===== src/wtcs_pkg.sv =====
// Shared types and constants for the weighted trilinear colour sampler.
// Used by wtcs_map, wtcs_blend and the top module under src; depends on nothing.
`timescale 1ns / 1ps
`default_nettype none

package wtcs_pkg;

    localparam int MAX_DIM_DEF    = 32;
    localparam int COLOR_BITS_DEF = 16;

    localparam int CFG_IDX_W = 3;
    localparam logic [CFG_IDX_W-1:0] REG_ORIGIN_X = 3'd0;
    localparam logic [CFG_IDX_W-1:0] REG_ORIGIN_Y = 3'd1;
    localparam logic [CFG_IDX_W-1:0] REG_ORIGIN_Z = 3'd2;
    localparam logic [CFG_IDX_W-1:0] REG_INV_CELL = 3'd3;
    localparam logic [CFG_IDX_W-1:0] REG_SIZE_X   = 3'd4;
    localparam logic [CFG_IDX_W-1:0] REG_SIZE_Y   = 3'd5;
    localparam logic [CFG_IDX_W-1:0] REG_SIZE_Z   = 3'd6;

    localparam logic OP_WRITE  = 1'b0;
    localparam logic OP_SAMPLE = 1'b1;

    localparam logic [16:0] ONE_Q16  = 17'd65536;
    localparam logic [32:0] HALF_Q16 = 33'd32768;

    typedef enum logic [3:0] {
        C_IDLE, C_MAP, C_RDA, C_RDB, C_RDW, C_BXW,
        C_BYS, C_BYW, C_BZS, C_BZW, C_OUT
    } ctl_state_t;

    typedef enum logic [1:0] {
        M_IDLE, M_DIFF, M_MUL, M_CHK
    } map_state_t;

    typedef enum logic [2:0] {
        B_IDLE, B_KMUL, B_TOT, B_PMUL, B_SUM, B_DIV, B_DONE
    } blend_state_t;

    typedef struct packed {
        logic done;
        logic outside;
    } map_stat_t;

    typedef struct packed {
        logic busy;
        logic done;
    } blend_stat_t;

endpackage

`default_nettype wire


===== src/wtcs_blend.sv =====
// Weighted blend of two colours: weight products, then a restoring divider
// giving one quotient bit a cycle, channel after channel. Depends on wtcs_pkg.
`timescale 1ns / 1ps
`default_nettype none

module wtcs_blend #(
    parameter int CB = wtcs_pkg::COLOR_BITS_DEF
) (
    input  logic                  aclk,
    input  logic                  aresetn,
    input  logic                  start,
    input  logic [2:0][CB-1:0]    c0,
    input  logic [16:0]           w0,
    input  logic [2:0][CB-1:0]    c1,
    input  logic [16:0]           w1,
    input  logic [15:0]           frac,
    output wtcs_pkg::blend_stat_t stat,
    output logic [2:0][CB-1:0]    c,
    output logic [16:0]           w
);

    localparam int PW = CB + 33;
    localparam int NW = PW + 1;
    localparam int CW = $clog2(CB);

    wtcs_pkg::blend_state_t state_reg, state_next;
    logic [2:0][CB-1:0] c0_reg, c1_reg, res_c_reg;
    logic [16:0]   w0_reg, w1_reg, res_w_reg;
    logic [15:0]   frac_reg;
    logic [32:0]   k0_reg, k1_reg, tot_reg;
    logic [PW-1:0] p0_reg, p1_reg;
    logic [NW-1:0] rem_reg, dvs_reg, rem_sub;
    logic [CB-1:0] q_reg, q_new;
    logic [CW-1:0] cnt_reg;
    logic [1:0]    ch_reg;
    logic          q_bit, last_bit, last_ch, tot_zero;

    assign rem_sub  = rem_reg - dvs_reg;
    assign q_bit    = rem_reg >= dvs_reg;
    assign q_new    = {q_reg[CB-2:0], q_bit};
    assign last_bit = cnt_reg == CW'(CB - 1);
    assign last_ch  = ch_reg == 2'd2;
    assign tot_zero = tot_reg == '0;

    always_comb begin
        state_next = state_reg;
        unique case (state_reg)
            wtcs_pkg::B_IDLE: if (start) state_next = wtcs_pkg::B_KMUL;
            wtcs_pkg::B_KMUL: state_next = wtcs_pkg::B_TOT;
            wtcs_pkg::B_TOT:  state_next = wtcs_pkg::B_PMUL;
            wtcs_pkg::B_PMUL: begin
                state_next = tot_zero ? wtcs_pkg::B_DONE : wtcs_pkg::B_SUM;
            end
            wtcs_pkg::B_SUM:  state_next = wtcs_pkg::B_DIV;
            wtcs_pkg::B_DIV: begin
                if (last_bit) begin
                    state_next = last_ch ? wtcs_pkg::B_DONE : wtcs_pkg::B_PMUL;
                end
            end
            wtcs_pkg::B_DONE: state_next = wtcs_pkg::B_IDLE;
            default: state_next = wtcs_pkg::B_IDLE;
        endcase
    end

    always_comb begin
        stat.busy = state_reg != wtcs_pkg::B_IDLE;
        stat.done = state_reg == wtcs_pkg::B_DONE;
    end

    always_ff @(posedge aclk) begin
        if (!aresetn) begin
            state_reg <= wtcs_pkg::B_IDLE;
        end else begin
            state_reg <= state_next;
        end
    end

    always_ff @(posedge aclk) begin
        case (state_reg)
            wtcs_pkg::B_IDLE: begin
                if (start) begin
                    c0_reg   <= c0;
                    c1_reg   <= c1;
                    w0_reg   <= w0;
                    w1_reg   <= w1;
                    frac_reg <= frac;
                    ch_reg   <= 2'd0;
                end
            end
            wtcs_pkg::B_KMUL: begin
                k0_reg <= 33'(34'(w0_reg) * 34'(wtcs_pkg::ONE_Q16 - {1'b0, frac_reg}));
                k1_reg <= 33'(34'(w1_reg) * 34'(frac_reg));
            end
            wtcs_pkg::B_TOT: begin
                tot_reg <= k0_reg + k1_reg;
            end
            wtcs_pkg::B_PMUL: begin
                p0_reg <= PW'(k0_reg) * PW'(c0_reg[ch_reg]);
                p1_reg <= PW'(k1_reg) * PW'(c1_reg[ch_reg]);
                if (tot_zero) begin
                    res_c_reg <= '0;
                    res_w_reg <= '0;
                end else begin
                    res_w_reg <= 17'((tot_reg + wtcs_pkg::HALF_Q16) >> 16);
                end
            end
            wtcs_pkg::B_SUM: begin
                // rounding: add half the divisor before dividing
                rem_reg <= NW'(p0_reg) + NW'(p1_reg) + NW'(tot_reg >> 1);
                dvs_reg <= NW'(tot_reg) << (CB - 1);
                cnt_reg <= '0;
            end
            wtcs_pkg::B_DIV: begin
                if (q_bit) begin
                    rem_reg <= rem_sub;
                end
                dvs_reg <= dvs_reg >> 1;
                q_reg   <= q_new;
                cnt_reg <= cnt_reg + CW'(1);
                if (last_bit) begin
                    res_c_reg[ch_reg] <= q_new;
                    ch_reg            <= ch_reg + 2'd1;
                end
            end
            default: ;
        endcase
    end

    assign c = res_c_reg;
    assign w = res_w_reg;

endmodule

`default_nettype wire


===== config.mk =====
export PLATFORM = sky130hd
export DESIGN_NAME = wtcs_blend
export DESIGN_NICKNAME = d
export VERILOG_FILES = /design/src/wtcs_pkg.sv /design/src/wtcs_blend.sv
export SDC_FILE = /design/constraint.sdc
export NUM_CORES = 2
export LEC_CHECK = 0
export BUFFER_PORTS_ARGS = -buffer_cell sky130_fd_sc_hd__buf_4
export CAP_MARGIN = 15
export CORE_ASPECT_RATIO = 0.7
export CORE_MARGIN = 2
export CORE_UTILIZATION = 66
export CTS_CLUSTER_DIAMETER = 120
export CTS_CLUSTER_SIZE = 14
export DETAILED_ROUTE_END_ITERATION = 10
export PLACE_DENSITY = 0.84
export SLEW_MARGIN = 30
export SYNTH_ARGS = -nofsm -noshare
export SYNTH_HDL_FRONTEND = slang
export SYNTH_SLANG_ARGS = --single-unit

===== constraint.sdc =====
create_clock -name aclk -period 16.3 [get_ports aclk]
set_clock_uncertainty 0.15 [all_clocks]
set_input_delay 1.63 -clock aclk [delete_from_list [all_inputs] [get_ports aclk]]
set_output_delay 1.63 -clock aclk [all_outputs]
set_load 0.01 [all_outputs]

# Word level (Yosys, flattened, before mapping)
# Cells that the tools add are included.
# op_classes
n_addsub,8
n_mul,4
order_cmp,3
n_eq_ne,12
muxes,22
n_reduce_logical,12
# ops
op,count
case mux 50 bit (2 select lines),2
multiplier 33 x 16 -> 49 bit,2
2-to-1 mux 48 bit,2
case mux 48 bit (2 select lines),1
binary-select mux 16 bit (select 2 bit),2
adder 49 x 49 -> 50 bit,1
adder 50 x 32 -> 50 bit,1
>= comparator 50 bit,1
2-to-1 mux 50 bit,1
subtractor 50 bit,1
bitwise mux 48 bit,1
2-to-1 mux 16 bit,3
adder 33 x 16 -> 33 bit (second input constant),1
adder 33 bit,1
zero test 33 bit,1
multiplier 17 x 16 -> 33 bit,1
multiplier 18 x 18 -> 33 bit,1
demux 16 bit (select 2 bit),1
case mux 3 bit (6 select lines),1
subtractor 17 x 16 -> 18 bit (first input constant),1
== test 3 bit (second input constant),3
2-to-1 mux 3 bit,3
inequality test 2 bit (second input constant),4
case mux 4 bit (2 select lines),1
16 further kinds,24
# totals
reg_bits,532
inputBits,149
output_inout_bits,67
wordCells,85

# Logic depth before layout (Yosys ltp)
# logic_depth
word_depth,7
depth_mapped,32

# Least setup slack after synthesis
# OpenSTA, ideal clock, no wires.
# synth_path
path_kind,reg-to-reg
startpoint,register state_reg[0]
endpoint,"register res_c_reg (netlist bit c[0]), enable pin"
setup_time_ns,0.453
arrival_time_ns,11.917
t_required_ns,15.697
setup_slack_ns,3.780
path_stages_with_launch,6
n_path_buf,1
synth_period_minus_slack_ns,12.520
cell_sequence,dfxtp_1 > clkbuf_1 > inv_1 > nor3b_1 > a21oi_1 > nor2_1
# synth_between
elab_chain_len,3
elab_cells_between_ends,6
# synth_lines
element,line,source
start: declaration,wtcs_blend.sv:26,"wtcs_pkg::blend_state_t state_reg, state_next;"
start signal: assignment,wtcs_blend.sv:72,state_reg <= wtcs_pkg::B_IDLE;
start signal: assignment,wtcs_blend.sv:74,state_reg <= state_next;
== test 3 x 2 -> 1 bit or == test 3 bit (tied branches),wtcs_blend.sv:79,case (state_reg)
inequality test 2 bit (no source line) or nonzero test 2 bit (tied branches),-,
AND reduction 3 bit (no source line) *,-,
end signal: indexed assignment,wtcs_blend.sv:121,res_c_reg[ch_reg] <= q_new;
end: declaration,wtcs_blend.sv:27,"logic [2:0][CB-1:0] c0_reg, c1_reg, res_c_reg;"
# Every way passes the cells marked *; elsewhere a longest branch is shown, timed or not.
# A chain may end at the register's enable or synchronous reset.

# Final worst setup path
# layout_path
startpoint,register frac_reg[1]
endpoint,register k0_reg[32] (data pin)
# layout_between
elab_chain_len,2
# layout_lines
element,line,source
start: declaration,wtcs_blend.sv:29,logic [15:0] frac_reg;
start signal: assignment,wtcs_blend.sv:86,frac_reg <= frac;
subtractor 17 x 16 -> 18 bit,wtcs_blend.sv:91,"k0_reg <= 33'(34'(w0_reg) * 34'(wtcs_pkg::ONE_Q16 - {1'b0, frac_reg}));"
multiplier 18 x 18 -> 33 bit,wtcs_blend.sv:91,
end signal: assignment,wtcs_blend.sv:91,
end: declaration,wtcs_blend.sv:30,"logic [32:0] k0_reg, k1_reg, tot_reg;"
# Every way passes these cells.

==> results.json <==
{
  "wl_per_cell_um": 21.9,
  "cp_slowest_cell": "xor2_2",
  "synth_edf_count": 527,
  "min_path_type": "register to register",
  "rrSetupSlack_ns": 7.44,
  "fin_crit_ns": 8.86,
  "async_flop_share": 0,
  "gp_congestion": 1.01,
  "tns_ns": 0,
  "synth_largest_area_cell": "fa_1",
  "drc": 0,
  "start_util": 0.667,
  "reg2reg_depth": 28,
  "regToRegEndpoint": "k0_reg[32]$_DFFE_PP_",
  "area_growth_pct": 6.10,
  "drt-pass1-iter-count": 8,
  "cp-end-kind": "register",
  "numCtsBuffers": 45,
  "totalWireLength_um": 212000,
  "start_kind": "register",
  "largest_reg_flops": 50,
  "drv_slew": 0,
  "cap_violations": 0,
  "cts_resized": 0,
  "grt_pass1_vias": 61748,
  "die_h_um": 292,
  "worstPathArrival_ns": 9.11,
  "cts.sinks": 530,
  "worstReg2RegStart": "frac_reg[1]$_DFFE_PP_",
  "cts_tree": "built",
  "synthTopCellsByArea": "fa_1, edfxtp_1, ha_1, inv_1, nand2_1",
  "rsz0062_at_grt": "no",
  "syn_area_per_cell_sq_um": 9.69,
  "rows": 105,
  "clk_pin_slew_ns": 0.08,
  "cts_buffer_depth": 3,
  "design.core.area_sq_um": 117000,
  "status": "complete, no violations",
  "clk_latency_ns": 0.68,
  "cts_setup_buffers": 0,
  "cts_hold_buf": 0,
  "ys_seq_area_frac": 0.203,
  "routed_via_density": 6.01,
  "die_area_sq_um": 121000,
  "synth_top_area_share": 0.341,
  "antenna_found_initial": 0,
  "syn_inst": 8070,
  "root_buffer": "clkbuf_16",
  "top_level_ports": 216,
  "ant_nets": 0,
  "path_class": "register to register",
  "slowest_delay_ns": 0.72,
  "hpwlAfterDp_um": 162000,
  "hold_viol_final": 0,
  "critical_path_required_ns": 16.55,
  "clock.fmax_ghz": 0.113,
  "num_vias": 58032,
  "cpLargestDelayFamily": "adder cells",
  "relSlewSlack": 0.285,
  "grt_pass1_wl_um": 339000,
  "fillers": 8350,
  "port_buffers": 215,
  "holdPathStages": 0,
  "setup_viol": 0,
  "critPathBufInv": 6,
  "worstPathMaxFanout": 19,
  "grt_max_degree": 117,
  "h-tree-depth": 2,
  "drive_gt1_frac": 0.0590,
  "grt-ovfl-total": 0,
  "grt_usage": 0.358,
  "synth_nets": 10161,
  "synth-seq-cells": 530,
  "worstMarginPinSlew_ns": 1.07,
  "synth.distinct_cells": 96,
  "fin_nets": 10181,
  "drtIter0Drc": 6349,
  "syn_area_sq_um": 78200,
  "ys_warn_count": 0,
  "hold_path_end": "q_reg[4]$_DFFE_PP_",
  "ys.flop_type": "edfxtp_1",
  "die_x_um": 415,
  "fin_crit_sh": 0.544,
  "holdCritStartpoint": "q_reg[3]$_DFFE_PP_"
}
## routing by layer
metal,routed length [um],track usage,part of all wire,vias up
li1,-,-,-,25253
met1,84400,0.503,0.40,28802
met3,25700,0.0887,0.12,521
met2,92600,0.543,0.44,3456
met5,0,0,0,-
met4,9320,0.134,0.044,0
## logic make-up after synthesis
| group | after synthesis | share of synthesized area |
|---|---|---|
| muxes | 84 | 0.0108 |
| AOI/OAI and AO/OA | 922 | 0.0759 |
| xor gates and xnor gates | 283 | 0.0317 |
| adders and majority gates | 1942 | 0.438 |
| and+or+nand+nor | 2444 | 0.150 |
| DFF | 530 | 0.203 |
| buffers and inverters | 1865 | 0.0904 |
## placed cells by master (no fill, tap or decap), types with 28 or more instances in the layout
master,count
inv_1,1527
fa_1,1331
nand2_1,1180
and2_1,682
ha_1,611
edfxtp_1,527
buf_4,290
a21oi_1,286
nor2_1,243
xnor2_1,183
o21ai_0,157
a21o_1,140
xor2_1,97
mux2i_1,83
nand3_1,57
nand4_1,53
o21bai_1,46
clkbuf_16,45
nor3_1,40
nand2b_1,39
o21a_1,36
nor2b_1,30
and3_1,28
## worst max-delay path by stage
stage	slack, ns	cells after the start	to	from
floorplan	3.78	5	c[0]$_SDFFCE_PN0P_	state_reg[0]$_SDFFE_PN0P_
global placement	7.37	28	k0_reg[32]$_DFFE_PP_	frac_reg[1]$_DFFE_PP_
detailed placement	7.46	26	p0_reg[48]$_DFFE_PN_	ch_reg[0]$_SDFFCE_PN0P_
CTS	7.36	26	p0_reg[48]$_DFFE_PN_	ch_reg[0]$_SDFFCE_PN0P_
global route	6.96	28	k0_reg[32]$_DFFE_PP_	frac_reg[1]$_DFFE_PP_
finish	7.44	28	k0_reg[32]$_DFFE_PP_	frac_reg[1]$_DFFE_PP_
## stage by stage
| step | instance area [sq um] | hold slack (ns) | instances | util | setup WS, ns |
|---|---|---|---|---|---|
| after floorplan | 78200 | 0.323 | 8070 | - | 3.78 |
| after global placement | 81300 | 0.344 | 9576 | 0.693 | 7.37 |
| after detailed placement | 81500 | 0.361 | 9583 | 0.695 | 7.46 |
| after CTS | 82800 | 0.380 | 9647 | 0.705 | 7.36 |
| after global routing | 83000 | 0.387 | 9658 | 0.707 | 6.96 |
| final | 83000 | 0.378 | 9659 | 0.707 | 7.44 |
## Yosys cell counts, types with 140 or more instances
master    instances
inv_1          1528
fa_1           1331
nand2_1        1181
and2_1          681
ha_1            611
edfxtp_1        527
clkbuf_1        305
a21oi_1         287
nor2_1          247
xnor2_1         184
o21ai_0         169
a21o_1          140
## cell type report
cell class              count  area (sq um)  area share
diodes                      1          2.50   0.0000302
clock buffers              57          1170      0.0141
clock inverters             7           108     0.00130
inverters                1529          5740      0.0692
multi-input cells        5675         55600       0.670
flip-flops and latches    530         15900       0.191
well taps                1551          1940      0.0234
repair buffers            309          2550      0.0308
Power is not shown: default switching activity piles up to over one toggle a cycle in this logic, so the estimate is an artifact.
