File: src/wtcs_pkg.sv
// Shared types and constants for the weighted trilinear colour sampler.
// Used by wtcs_map, wtcs_blend and the top module under src; depends on nothing.
`timescale 1ns / 1ps
`default_nettype none

package wtcs_pkg;

    localparam int MAX_DIM_DEF    = 32;
    localparam int COLOR_BITS_DEF = 16;

    localparam int CFG_IDX_W = 3;
    localparam logic [CFG_IDX_W-1:0] REG_ORIGIN_X = 3'd0;
    localparam logic [CFG_IDX_W-1:0] REG_ORIGIN_Y = 3'd1;
    localparam logic [CFG_IDX_W-1:0] REG_ORIGIN_Z = 3'd2;
    localparam logic [CFG_IDX_W-1:0] REG_INV_CELL = 3'd3;
    localparam logic [CFG_IDX_W-1:0] REG_SIZE_X   = 3'd4;
    localparam logic [CFG_IDX_W-1:0] REG_SIZE_Y   = 3'd5;
    localparam logic [CFG_IDX_W-1:0] REG_SIZE_Z   = 3'd6;

    localparam logic OP_WRITE  = 1'b0;
    localparam logic OP_SAMPLE = 1'b1;

    localparam logic [16:0] ONE_Q16  = 17'd65536;
    localparam logic [32:0] HALF_Q16 = 33'd32768;

    typedef enum logic [3:0] {
        C_IDLE, C_MAP, C_RDA, C_RDB, C_RDW, C_BXW,
        C_BYS, C_BYW, C_BZS, C_BZW, C_OUT
    } ctl_state_t;

    typedef enum logic [1:0] {
        M_IDLE, M_DIFF, M_MUL, M_CHK
    } map_state_t;

    typedef enum logic [2:0] {
        B_IDLE, B_KMUL, B_TOT, B_PMUL, B_SUM, B_DIV, B_DONE
    } blend_state_t;

    typedef struct packed {
        logic done;
        logic outside;
    } map_stat_t;

    typedef struct packed {
        logic busy;
        logic done;
    } blend_stat_t;

endpackage

`default_nettype wire

File: src/wtcs_map.sv
// Point to cell mapper: one axis at a time through a shared 32x32 multiplier.
// Depends on wtcs_pkg.
`timescale 1ns / 1ps
`default_nettype none

module wtcs_map #(
    parameter int MAX_DIM = wtcs_pkg::MAX_DIM_DEF,
    localparam int IW = $clog2(MAX_DIM)
) (
    input  logic                aclk,
    input  logic                aresetn,
    input  logic                start,
    input  logic [31:0]         point_x,
    input  logic [31:0]         point_y,
    input  logic [31:0]         point_z,
    input  logic [31:0]         origin_x,
    input  logic [31:0]         origin_y,
    input  logic [31:0]         origin_z,
    input  logic [31:0]         inv_cell_size,
    input  logic [5:0]          size_x,
    input  logic [5:0]          size_y,
    input  logic [5:0]          size_z,
    output wtcs_pkg::map_stat_t stat,
    output logic [IW-1:0]       idx_x,
    output logic [IW-1:0]       idx_y,
    output logic [IW-1:0]       idx_z,
    output logic [15:0]         frac_x,
    output logic [15:0]         frac_y,
    output logic [15:0]         frac_z
);

    wtcs_pkg::map_state_t state_reg, state_next;
    logic [1:0]    axis_reg;
    logic [32:0]   diff_reg;
    logic [63:0]   prod_reg;
    logic          outside_reg;
    logic [IW-1:0] idx_reg [3];
    logic [15:0]   frac_reg [3];

    logic [31:0] pt_sel, org_sel;
    logic [5:0]  size_sel;
    logic [32:0] size_ext, cap, cell_p1;
    logic        bad, diff_en, mul_en, chk_en, done;

    always_comb begin
        case (axis_reg)
            2'd0: begin
                pt_sel = point_x; org_sel = origin_x; size_sel = size_x;
            end
            2'd1: begin
                pt_sel = point_y; org_sel = origin_y; size_sel = size_y;
            end
            default: begin
                pt_sel = point_z; org_sel = origin_z; size_sel = size_z;
            end
        endcase
    end

    // size above the grid limit is clamped
    assign size_ext = 33'(size_sel);
    assign cap      = (size_ext > 33'(MAX_DIM)) ? 33'(MAX_DIM) : size_ext;
    assign cell_p1  = {1'b0, prod_reg[63:32]} + 33'd1;
    assign bad      = diff_reg[32] || (cell_p1 >= cap);

    always_comb begin
        state_next = state_reg;
        unique case (state_reg)
            wtcs_pkg::M_IDLE: if (start) state_next = wtcs_pkg::M_DIFF;
            wtcs_pkg::M_DIFF: state_next = wtcs_pkg::M_MUL;
            wtcs_pkg::M_MUL:  state_next = wtcs_pkg::M_CHK;
            wtcs_pkg::M_CHK: begin
                state_next = (axis_reg == 2'd2) ? wtcs_pkg::M_IDLE : wtcs_pkg::M_DIFF;
            end
            default: state_next = wtcs_pkg::M_IDLE;
        endcase
    end

    always_comb begin
        diff_en = 1'b0;
        mul_en  = 1'b0;
        chk_en  = 1'b0;
        unique case (state_reg)
            wtcs_pkg::M_DIFF: diff_en = 1'b1;
            wtcs_pkg::M_MUL:  mul_en  = 1'b1;
            wtcs_pkg::M_CHK:  chk_en  = 1'b1;
            default: ;
        endcase
        done = chk_en && (axis_reg == 2'd2);
    end

    always_ff @(posedge aclk) begin
        if (!aresetn) begin
            state_reg <= wtcs_pkg::M_IDLE;
        end else begin
            state_reg <= state_next;
        end
    end

    always_ff @(posedge aclk) begin
        if (start && state_reg == wtcs_pkg::M_IDLE) begin
            axis_reg    <= 2'd0;
            outside_reg <= 1'b0;
        end
        if (diff_en) begin
            diff_reg <= {pt_sel[31], pt_sel} - {org_sel[31], org_sel};
        end
        if (mul_en) begin
            prod_reg <= 64'(diff_reg[31:0]) * 64'(inv_cell_size);
        end
        if (chk_en) begin
            idx_reg[axis_reg]  <= prod_reg[IW+31:32];
            frac_reg[axis_reg] <= prod_reg[31:16];
            outside_reg        <= outside_reg || bad;
            axis_reg           <= axis_reg + 2'd1;
        end
    end

    assign stat.done    = done;
    assign stat.outside = outside_reg || bad;
    assign idx_x  = idx_reg[0];
    assign idx_y  = idx_reg[1];
    assign idx_z  = idx_reg[2];
    assign frac_x = frac_reg[0];
    assign frac_y = frac_reg[1];
    assign frac_z = frac_reg[2];

endmodule

`default_nettype wire

File: config.mk
export PLATFORM = sky130hd
export DESIGN_NAME = wtcs_map
export DESIGN_NICKNAME = d
export VERILOG_FILES = /design/src/wtcs_pkg.sv /design/src/wtcs_map.sv
export SDC_FILE = /design/constraint.sdc
export NUM_CORES = 2
export LEC_CHECK = 0
export BUFFER_PORTS_ARGS = -buffer_cell sky130_fd_sc_hd__buf_2
export CAP_MARGIN = 20
export CORE_AREA = 2 2 264 266
export DETAILED_ROUTE_END_ITERATION = 8
export DIE_AREA = 0 0 266 268
export PLACE_DENSITY_LB_ADDON = 0.12
export SLEW_MARGIN = 10
export SYNTH_ARGS = -nofsm -noshare
export SYNTH_HDL_FRONTEND = slang
export SYNTH_SLANG_ARGS = --single-unit
File: constraint.sdc
create_clock -name aclk -period 17.3 [get_ports aclk]
set_clock_uncertainty 0.1 [all_clocks]
set_input_delay 3.46 -clock aclk [delete_from_list [all_inputs] [get_ports aclk]]
set_output_delay 3.46 -clock aclk [all_outputs]
set_load 0.05 [all_outputs]
# --- After elaboration in Yosys (flattened, before gate mapping) ---
# Memories as Yosys holds them, arrays and structs flattened.
# Index checks and enable logic that the tools add are counted.
op_classes:
  multipliers: 1
  n_mux: 16
  n_reduce_logical: 7
  addsub: 3
  magnitude_cmp: 2
  eq_ne: 6
op_table:
  columns: ["cell", "count"]
  rows:
  - ["one-hot mux 32 bit (2 select lines)", 2]
  - ["multiplier 32 x 32 -> 64 bit", 1]
  - ["adder 32 x 1 -> 33 bit, second input constant", 1]
  - ["greater-or-equal comparator 33 x 6 -> 1 bit", 1]
  - ["subtractor 32 x 32 -> 33 bit", 1]
  - ["one-hot mux 6 bit (2 select lines)", 1]
  - ["2-to-1 mux 1 bit", 8]
  - ["one-hot mux 2 bit (4 select lines)", 1]
  - ["== test 2 bit, second input constant", 3]
  - ["greater-than comparator 6 bit, second input constant", 1]
  - ["2-to-1 mux 2 bit", 3]
  - ["2-to-1 mux 6 bit", 1]
  - ["== test 2 x 1 -> 1 bit, second input constant", 2]
  - ["logical NOT 2 bit", 2]
  - ["adder 2 x 1 -> 2 bit, second input constant", 1]
  - ["logical AND 1 bit", 2]
  - ["logical OR 1 bit", 2]
  - ["!= test 2 bit, second input constant", 1]
  - ["nonzero test 2 bit", 1]
word_totals:
  wordCells: 42
  in_bits: 245
  ramBits: 63
  regBits: 102
  output_inout_bits: 65
  mem_count: 2
memory_table:
  columns: ["memory", "depth", "word_bits", "read_ports", "rd_ports_with_merged_regs", "write_ports", "line_no", "rtl"]
  rows:
  - ["frac_reg", 3, 16, 3, 0, 1, "wtcs_map.sv:38", "logic [15:0] frac_reg [3];"]
  - ["idx_reg", 3, 5, 3, 0, 1, "wtcs_map.sv:37", "logic [IW-1:0] idx_reg [3];"]

# --- Depth between registers and ports, before layout ---
logic_depth:
  word_depth: 8
  ltp_mapped: 28
  depth_no_buf: 26

# --- Worst setup path after synthesis ---
# Ideal clock, no wire load.
synth_timing:
  path_kind: "input -> register"
  start: "in inv_cell_size[9]"
  end: "reg prod_reg[54] (data pin)"
  required_ns: 16.941
  stages: 25
  arrival_ns: 9.944
  setup_ns: 0.259
  n_path_buf: 1
  path_slack_ns: 6.997
  path_cell_list: "clkbuf_1 and2_1 fa_1 fa_1 inv_1 fa_1 fa_1 inv_1 fa_1 fa_1 fa_1 inv_1 fa_1 inv_1 ha_1 a21oi_1 o21ai_0 a2111oi_0 nor2_1 nor4b_2 o21ai_1 o21ai_2 nand2b_1 a21oi_1 xnor2_1"
synth_via:
  elab_chain_cells: 1
synth_rtl:
  columns: ["item", "line_no", "rtl"]
  rows:
  - ["start, declared", "wtcs_map.sv:19", "input logic [31:0] inv_cell_size,"]
  - ["multiplier 32 x 32 -> 64 bit", "wtcs_map.sv:108", "prod_reg <= 64'(diff_reg[31:0]) * 64'(inv_cell_size);"]
  - ["end signal, assigned", "wtcs_map.sv:108", null]
  - ["end, declared", "wtcs_map.sv:35", "logic [63:0] prod_reg;"]
# Every way passes these cells.
# A chain may end at the register's enable or synchronous reset.

# --- Worst setup path after layout ---
# Same ends and word-level chain as after synthesis.

==> results.yml <==
setup_path:
  end_kind: "flop"
  crit_chain: "buf_2 -> and2_1 -> fa_1 -> fa_1 -> inv_1 -> fa_1 -> fa_1 -> fa_1 -> inv_1 -> fa_1 -> fa_1 -> fa_1 -> ha_1 -> a21oi_2 -> o21ai_1 -> a2111oi_0 -> nor2_1 -> nor4b_2 -> o21ai_1 -> o21ai_2 -> nand2b_1 -> a21oi_1 -> xnor2_1"
  cp_max_fo: 32
  cpPeakStageDelay_ns: 0.56
  timing.setup.critical_path_class: "in2reg"
  critical-path-slowest-cell: "sky130_fd_sc_hd__fa_1"
  worst-endpoint-arrival_ns: 11.21
  kind_of_cell_adding_the_most_delay_to_the_critical_path: "adder cells"
  critPathLaunchType: "primary input"
  crit_top_cell: "sky130_fd_sc_hd__fa_1"
  worst-path-stages: 23
  r2r.worst_path.cells: 25
  worstPathRequired_ns: 17.41
  timing.critical_path.buf_inv: 3
clock_tree:
  clock_tree.buffer_depth: 2
  cts_tree: "done"
  cts-hold-fix-buffers: 0
  count_of_h_tree_levels_built_during_cts: 4
  postCtsSetupRepairBufs: 0
  ctsResizeCount: 0
  clk_pin_slew_worst_paths_ns: 0.07
  clock-root-buffer: "sky130_fd_sc_hd__clkbuf_16"
  clock_sink_count: 149
  cts_inserted_buffers: 17
  clock_latency_ns: 0.47
detailed_routing:
  totalWireLength_microns: 113000
  drc: 0
  dr_vias: 30400
  drtPass1Iterations: 6
  post_drt_via_cell_ratio: 5.67
  detail-route-antenna-nets: 0
  drt-initial-drc-count: 1961
  wl_per_cell_microns: 21.0
  met1_layer_wirelength_in_the_final_routing_microns: 41100
  met2WireLength_microns: 57600
  highest_layer: "met5"
  wl_met3_microns: 6370
cells_and_area:
  final_net_count: 5905
  share_of_final_layout_standard_cells_stronger_than_drive_strength_1: 0.0897
  syn_to_final_growth_pct: 6.53
placed_design:
  total_half_perimeter_wirelength_after_legalization_and_detailed_placement_microns: 87600
  dp_slack_ns: 5.86
  routabilityCongestion: 0.940
  port_buffers: 309
sta:
  fin_ws_ns: 6.19
  finalHoldViolCount: 0
  fin_crit_sh: 0.642
  fmax_ghz: 0.0900
  timing.slew.headroom: 0.294
  max_slew.worst_pin.slew_ns: 1.06
  setup_repair_after_global_routing_missed_its_margin: "no"
  tns_ns: 0
  setup-violations-final: 0
  fin_crit_ns: 11.11
  drv_slew: 0
floorplan:
  dieHeight_microns: 268
  std_cell_rows: 96
  core-area_sq_um: 68200
  die_width_microns: 266
  start_util: 0.599
  num_io_pins: 310
  floorplan.die_area_sq_um: 71300
logic_synthesis:
  postSynth.topFlopCell: "sky130_fd_sc_hd__edfxtp_1"
  synth_async_sr_flop_share: 0
  register_bit_total_from_synthesis: 149
  synthDominantCellAreaShare: 0.439
  synth-edff-count: 147
  synth.net_count: 5781
  syn-mean-instance-area_sq_um: 9.43
  synth_cell_type_count: 71
  synth_largest_area_cell: "sky130_fd_sc_hd__fa_1"
  synth_seq_area_share: 0.109
  yosysWarnings: 0
  syn-cell-area_sq_um: 40900
  area_contributors_post_synth: "sky130_fd_sc_hd__fa_1, sky130_fd_sc_hd__edfxtp_1, sky130_fd_sc_hd__ha_1"
  netlist_instances: 4333
global_routing:
  grt_start_max_net_pins: 72
  grt.overflow.total: 0
  grt_antenna_before_repair: 4
  grt_pass1_wl_microns: 181000
  groute.usage.overall: 0.335
  grt_pass1_vias: 33400
worst_hold_path:
  hold_path_stages: 0
  timing.hold.worst.class: "reg2reg"
outcome:
  result_of_the_run: "completed"
run:
  cap_violations: 0
worst paths after layout:
kind | slack [ns] | startpoint | to
hold / removal | 0.38 | prod_reg[29] | frac_reg[0][13]
hold reg to reg | 0.38 | prod_reg[29] | frac_reg[0][13]
setup reg to reg | 8.87 | diff_reg[23] | prod_reg[54]
setup / recovery | 6.19 | inv_cell_size[9] | prod_reg[54]
area by class of cell:
| type | count | area (sq um) |
|---|---|---|
| Sequential cell | 149 | 4450 |
| Tap cell | 882 | 1100 |
| Inverter | 894 | 3360 |
| Multi-Input combinational cell | 3047 | 32100 |
| Fill cell | 5757 | 24700 |
| Clock inverter | 15 | 183 |
| Antenna cell | 2 | 5.00 |
| Clock buffer | 17 | 425 |
| Timing Repair Buffer | 348 | 1860 |
stage by stage:
| stage | instances | utilization | instance area (sq um) | hold WS (ns) |
|---|---|---|---|---|
| after floorplan | 4333 | - | 40900 | 0.340 |
| after global placement | 5318 | 0.628 | 42900 | 0.363 |
| after detailed placement | 5318 | 0.628 | 42900 | 0.362 |
| after CTS | 5350 | 0.637 | 43500 | 0.383 |
| after global routing | 5352 | 0.638 | 43500 | 0.398 |
| final | 5354 | 0.638 | 43500 | 0.381 |
Yosys cell counts (4+ instances only):
cell,n
sky130_fd_sc_hd__o2111ai_1,4
sky130_fd_sc_hd__a31oi_1,8
sky130_fd_sc_hd__a41oi_1,4
sky130_fd_sc_hd__xnor2_1,56
sky130_fd_sc_hd__clkbuf_1,234
sky130_fd_sc_hd__a21oi_1,126
sky130_fd_sc_hd__a22o_1,32
sky130_fd_sc_hd__mux2i_1,6
sky130_fd_sc_hd__edfxtp_1,147
sky130_fd_sc_hd__nand2b_1,14
sky130_fd_sc_hd__fa_1,896
sky130_fd_sc_hd__nor2_1,45
sky130_fd_sc_hd__o31ai_1,4
sky130_fd_sc_hd__inv_1,894
sky130_fd_sc_hd__o21ai_1,10
sky130_fd_sc_hd__nor3_1,11
sky130_fd_sc_hd__ha_1,307
sky130_fd_sc_hd__nor4_1,5
sky130_fd_sc_hd__o21bai_1,12
sky130_fd_sc_hd__nand2_1,586
sky130_fd_sc_hd__o21a_1,9
sky130_fd_sc_hd__a211oi_1,8
sky130_fd_sc_hd__and3_1,10
sky130_fd_sc_hd__or3_1,4
sky130_fd_sc_hd__a21o_1,50
sky130_fd_sc_hd__nand3_1,32
sky130_fd_sc_hd__xor2_1,31
sky130_fd_sc_hd__nand4_1,21
sky130_fd_sc_hd__buf_2,7
sky130_fd_sc_hd__nor2b_1,9
sky130_fd_sc_hd__o21ai_0,52
sky130_fd_sc_hd__a22oi_1,39
sky130_fd_sc_hd__and2_1,597
cell usage in the layout, fill, tap and decap left out, types with 5 or more instances in the layout:
cell type	n
sky130_fd_sc_hd__o21ai_0	52
sky130_fd_sc_hd__a21o_1	50
sky130_fd_sc_hd__edfxtp_1	147
sky130_fd_sc_hd__nor2b_1	9
sky130_fd_sc_hd__buf_2	309
sky130_fd_sc_hd__a22o_1	32
sky130_fd_sc_hd__xnor2_1	56
sky130_fd_sc_hd__and3_1	10
sky130_fd_sc_hd__nand4_1	21
sky130_fd_sc_hd__nand2b_1	14
sky130_fd_sc_hd__nor2_1	44
sky130_fd_sc_hd__o21bai_1	12
sky130_fd_sc_hd__nand3_1	32
sky130_fd_sc_hd__a31oi_1	8
sky130_fd_sc_hd__fa_1	896
sky130_fd_sc_hd__xor2_1	31
sky130_fd_sc_hd__a22oi_1	39
sky130_fd_sc_hd__nor3_1	11
sky130_fd_sc_hd__nor4_1	5
sky130_fd_sc_hd__inv_8	5
sky130_fd_sc_hd__inv_1	894
sky130_fd_sc_hd__buf_4	37
sky130_fd_sc_hd__clkbuf_16	17
sky130_fd_sc_hd__o21a_1	9
sky130_fd_sc_hd__and2_1	597
sky130_fd_sc_hd__o21ai_1	10
sky130_fd_sc_hd__nand2_1	586
sky130_fd_sc_hd__ha_1	303
sky130_fd_sc_hd__mux2i_1	6
sky130_fd_sc_hd__a21oi_1	126
sky130_fd_sc_hd__a211oi_1	8
cell families after synthesis:
group	Yosys count	share of synthesized area
AND/OR/NAND/NOR	1346	0.167
buffers and inverters	1137	0.105
flip-flops	149	0.109
adder cells (fa/ha/maj)	1203	0.533
XOR/XNOR	87	0.0187
AO/OA/AOI/OAI	404	0.0657
multiplexers	7	0.00175
layer usage:
| layer | vias up | global-route usage |
|---|---|---|
| met5 | - | 0 |
| met4 | 2 | 0.201 |
| met3 | 322 | 0.0460 |
| met2 | 1111 | 0.593 |
| met1 | 15600 | 0.389 |
| li1 | 13300 | - |
Power is not shown: default switching activity piles up to over one toggle a cycle in this logic, so the estimate is an artifact.
